File: config.mk
export PLATFORM = sky130hd
export DESIGN_NAME = mcss_ctrl
export DESIGN_NICKNAME = d
export VERILOG_FILES = /design/src/design/mcss_pkg.sv /design/src/design/mcss_ctrl.sv
export SDC_FILE = /design/constraint.sdc
export NUM_CORES = 1
export LEC_CHECK = 0
export BUFFER_PORTS_ARGS = -buffer_cell sky130_fd_sc_hd__buf_2
export CAP_MARGIN = 0
export CORE_AREA = 2 2 39 41
export DETAILED_ROUTE_END_ITERATION = 10
export DIE_AREA = 0 0 41 43
export SYNTH_ARGS = -nofsm -noshare
export SYNTH_HDL_FRONTEND = slang
export SYNTH_SLANG_ARGS = --single-unit
File: constraint.sdc
create_clock -name clock -period 3.82 [get_ports clock]
set_input_delay 0.191 -clock clock [delete_from_list [all_inputs] [get_ports clock]]
set_output_delay 0.191 -clock clock [all_outputs]
set_load 0.01 [all_outputs]
File: src/design/mcss_pkg.sv
// Shared types and constants for the minimum chunk size search block.
// Used by every module under design/; depends on nothing else.

package mcss_pkg;

   localparam int MAX_ITEMS  = 1024;
   localparam int COUNT_BITS = 30;
   localparam int RECV_BITS  = 30;

   localparam int ADDR_BITS  = (MAX_ITEMS > 1) ? $clog2(MAX_ITEMS) : 1;
   localparam int LOAD_BITS  = $clog2(MAX_ITEMS + 1);
   localparam int ACC_BITS   = COUNT_BITS + $clog2(MAX_ITEMS + 1);
   localparam int STEP_BITS  = $clog2(COUNT_BITS + 1);
   localparam int DATA_BITS  = ((COUNT_BITS + 7) / 8) * 8;

   typedef enum logic [2:0] {
      ST_LOAD,
      ST_INIT,
      ST_CHECK,
      ST_READ,
      ST_DIV_START,
      ST_DIV_WAIT,
      ST_UPDATE,
      ST_EMIT
   } state_type;

   typedef struct packed {
      logic load;
      logic search_init;
      logic pass_start;
      logic read_issue;
      logic div_start;
      logic accumulate;
      logic bound_update;
      logic emit;
   } cmd_type;

   typedef struct packed {
      logic search_open;
      logic pass_end;
      logic div_done;
      logic out_free;
   } status_type;

endpackage

File: src/design/mcss_ctrl.sv
// Controller state machine: sequences loading, the binary search passes and
// the result hand-off. Depends on mcss_pkg.

module mcss_ctrl
   import mcss_pkg::*;
(
   input  logic       clock,
   input  logic       reset,
   input  logic       req_valid,
   input  logic       req_last,
   output logic       req_ready,
   input  status_type status,
   output cmd_type    cmd
);

   state_type state_ff, state_in;
   logic      take;

   assign take = req_valid && (state_ff == ST_LOAD);

   always_comb begin
      state_in = state_ff;
      case (state_ff)
         ST_LOAD: begin
            if (take && req_last) begin
               state_in = ST_INIT;
            end
         end
         ST_INIT: begin
            state_in = ST_CHECK;
         end
         ST_CHECK: begin
            state_in = status.search_open ? ST_READ : ST_EMIT;
         end
         ST_READ: begin
            state_in = ST_DIV_START;
         end
         ST_DIV_START: begin
            state_in = ST_DIV_WAIT;
         end
         ST_DIV_WAIT: begin
            if (status.div_done) begin
               state_in = status.pass_end ? ST_UPDATE : ST_READ;
            end
         end
         ST_UPDATE: begin
            state_in = ST_CHECK;
         end
         ST_EMIT: begin
            if (status.out_free) begin
               state_in = ST_LOAD;
            end
         end
         default: begin
            state_in = ST_LOAD;
         end
      endcase
   end

   always_comb begin
      cmd       = '0;
      req_ready = 1'b0;
      case (state_ff)
         ST_LOAD: begin
            req_ready = 1'b1;
            cmd.load  = take;
         end
         ST_INIT: begin
            cmd.search_init = 1'b1;
         end
         ST_CHECK: begin
            cmd.pass_start = status.search_open;
         end
         ST_READ: begin
            cmd.read_issue = 1'b1;
         end
         ST_DIV_START: begin
            cmd.div_start = 1'b1;
         end
         ST_DIV_WAIT: begin
            cmd.accumulate = status.div_done;
         end
         ST_UPDATE: begin
            cmd.bound_update = 1'b1;
         end
         ST_EMIT: begin
            cmd.emit = status.out_free;
         end
         default: begin
            cmd = '0;
         end
      endcase
   end

   always_ff @(posedge clock) begin
      if (reset) begin
         state_ff <= ST_LOAD;
      end else begin
         state_ff <= state_in;
      end
   end

endmodule

==> metrics.txt <==
outcome=completed; Crit Path Category=reg -> out; CP Data Required Time=3630 ps; DR iter-0 viols=5; area post-placement=422.9 um^2; setup_tns=0 ps; Total Routing Usage GR=9.629%; DIE AREA=1763 um^2; Slew Viols, Final=0; initial antenna violation count=0; Min-Delay Path Class=in -> reg; Max FO, Critical Path=4; chip width=41 um; antenna-violating nets left=0; PwrDens=651.1 nW/um^2; ratio of cells with drive above 1 in the final layout=40.00%; Tcrit/Tclk final=42.44%; Tmin final=1621 ps; asr flop ratio synth=0%; Initial Util=23.69%; area of the multi-input gates=251.5 um^2; # DRC=0; row cnt=14; Final Net Count=73; WP data arrival=1430 ps; Post-CTS Hold Buffers=0; Crit. Startpoint=state_ff[0]; Mapped Area=327.8 um^2; Vias=332; first-pass GRT wire length=1110 um; XOR/XNOR share of the synthesized area=0%; PortBufs=16; share of the synthesized area in the top cell type=18.32%; clk slew on worst S/H paths=40 ps; clk_skew=2.111 ps; Syn Nets=53; WL/cell=9.171 um; Netlist cell types=22; post-route cell area=449.2 um^2; Max Clk Rate=616.8 MHz; largest family of logic cells by synthesized area=simple AND/OR/NAND/NOR gates; Inst Count DP=72; CTS tree=yes; largest net degree at the start of global routing=14; synthesized flop and latch total=3; io pins=17; Post-CTS Setup Bufs=0; RePlAce Congestion=0.6356; Worst-Margin Slew=381.3 ps; top cells by count, synth=4 x and2_1, 4 x ha_1, 4 x nor2b_1; Cell Count, Final, Fillers Out=76; Synth area leader=dfxtp_1; Critical Path Source Type=flop; Worst VDD drop=0.2866 mV; Leakage Power=0.2358 nW; total CTS buffers=3; Worst-Skew Late Latency=230 ps; post-synthesis sequential area ratio=18.32%; CTS resizes=0; H-tree lvl count=1; ANT cells=0; largest reg by FF count=state_ff; RSZ-0062 raised after global routing=false; Top Registers=state_ff (3); relative slew slack=74.55%; mux cell area share after synthesis=0%; post-synthesis compound-gate area fraction=27.48%; core outline area=1384 um^2; Hold Path Origin=reset; vias in the first global route=305; CTS root buffer=clkbuf_4; synthesized area per cell=7.995 um^2; fill count=154; max reg flops=3; Post-synth EDFFs=0; Final Total Pwr=0.2925 mW; worst reg2reg path startpoint=state_ff[1]; top post-synthesis cells by area=dfxtp_1 18%, ha_1 15%, and2_1 7.6%; post-synthesis adder-cell area fraction=15.27%; area grow syn2layout=37.02%; Finish-stage setup viols=0; yosys warns=0; routed wire length=697 um; clock sink count=3; Final Hold Fails=0; Seq. cell area=60.06 um^2; Max-Cap Viols=0; Main synth FF type=dfxtp_1; Crit. End Element=output port; fraction of the mapped netlist area in simple logic gates=33.97%; Remaining Overflow, GRT=0; Post-Synthesis Cells=41; Die Ht=43 um; CTS max path bufs=2; DR vias/cell=4.368; DP Wirelength=554.2 um; Pre-antenna DRT Iters=2
-- cell families after synthesis --
group / after synthesis
compound gates: 12
simple gates: 18
buf+inv: 4
flops: 3
fa+ha+maj: 4
-- cell usage in the layout (no fill, tap or decap), types with 2 or more instances in the layout --
master / instances
buf_2: 16
and2_1: 4
nor2b_1: 4
ha_1: 4
inv_1: 3
nand2_1: 3
a21oi_1: 3
clkbuf_4: 3
dfxtp_1: 3
and3_1: 2
o21ai_1: 2
-- critical path: stages (launching register included) --
cell     delay [ps]
dfxtp_1         390
inv_1            90
ha_1            240
nor2b_2         180
and2_1          170
buf_2           130
-- power by group --
group          total, mW  switching (mW)  leakage, nW  internal, mW
clock network     0.0560          0.0168       0.0150        0.0392
registers         0.0604          0.0173       0.0246        0.0431
logic              0.176          0.0899        0.196        0.0863
total              0.292           0.124        0.236         0.169
-- worst paths after layout --
| path | end | slack, ps | depth (start not counted) |
|---|---|---|---|
| max reg2reg | state_ff[0] | 2350 | 6 |
| max | cmd[7] | 2200 | 5 |
| min reg2reg | state_ff[1] | 540 | 2 |
| min | state_ff[2] | 160 | 2 |
-- layout make-up --
type	instances	share of cell area (%)
Multi-Input combinational cell	34	55.99
Timing Repair Buffer	16	17.83
Sequential cell	3	13.37
Clock buffer	4	5.850
Tap cell	16	4.457
Inverter	3	2.507
-- per-stage QoR --
stage / hold slack (ps) / util, % / setup slack [ps]
finish: 161.6 / 32.46 / 2199
global route: 162.2 / 32.46 / 2115
CTS: 156.0 / 32.46 / 2186
detailed placement: 394.9 / 30.56 / 2342
global placement: 399.2 / 30.56 / 2396
floorplan: 258.9 / - / 2486
-- layer usage --
metal	part of all wire, %	vias up	GRT usage (%)
li1	-	177	-
met2	47	14	15.00
met1	42	141	8.654
met5	0	-	0
met4	0	0	4.000
met3	11	0	7.853
Note: power is estimated with default switching activity, not from simulation.
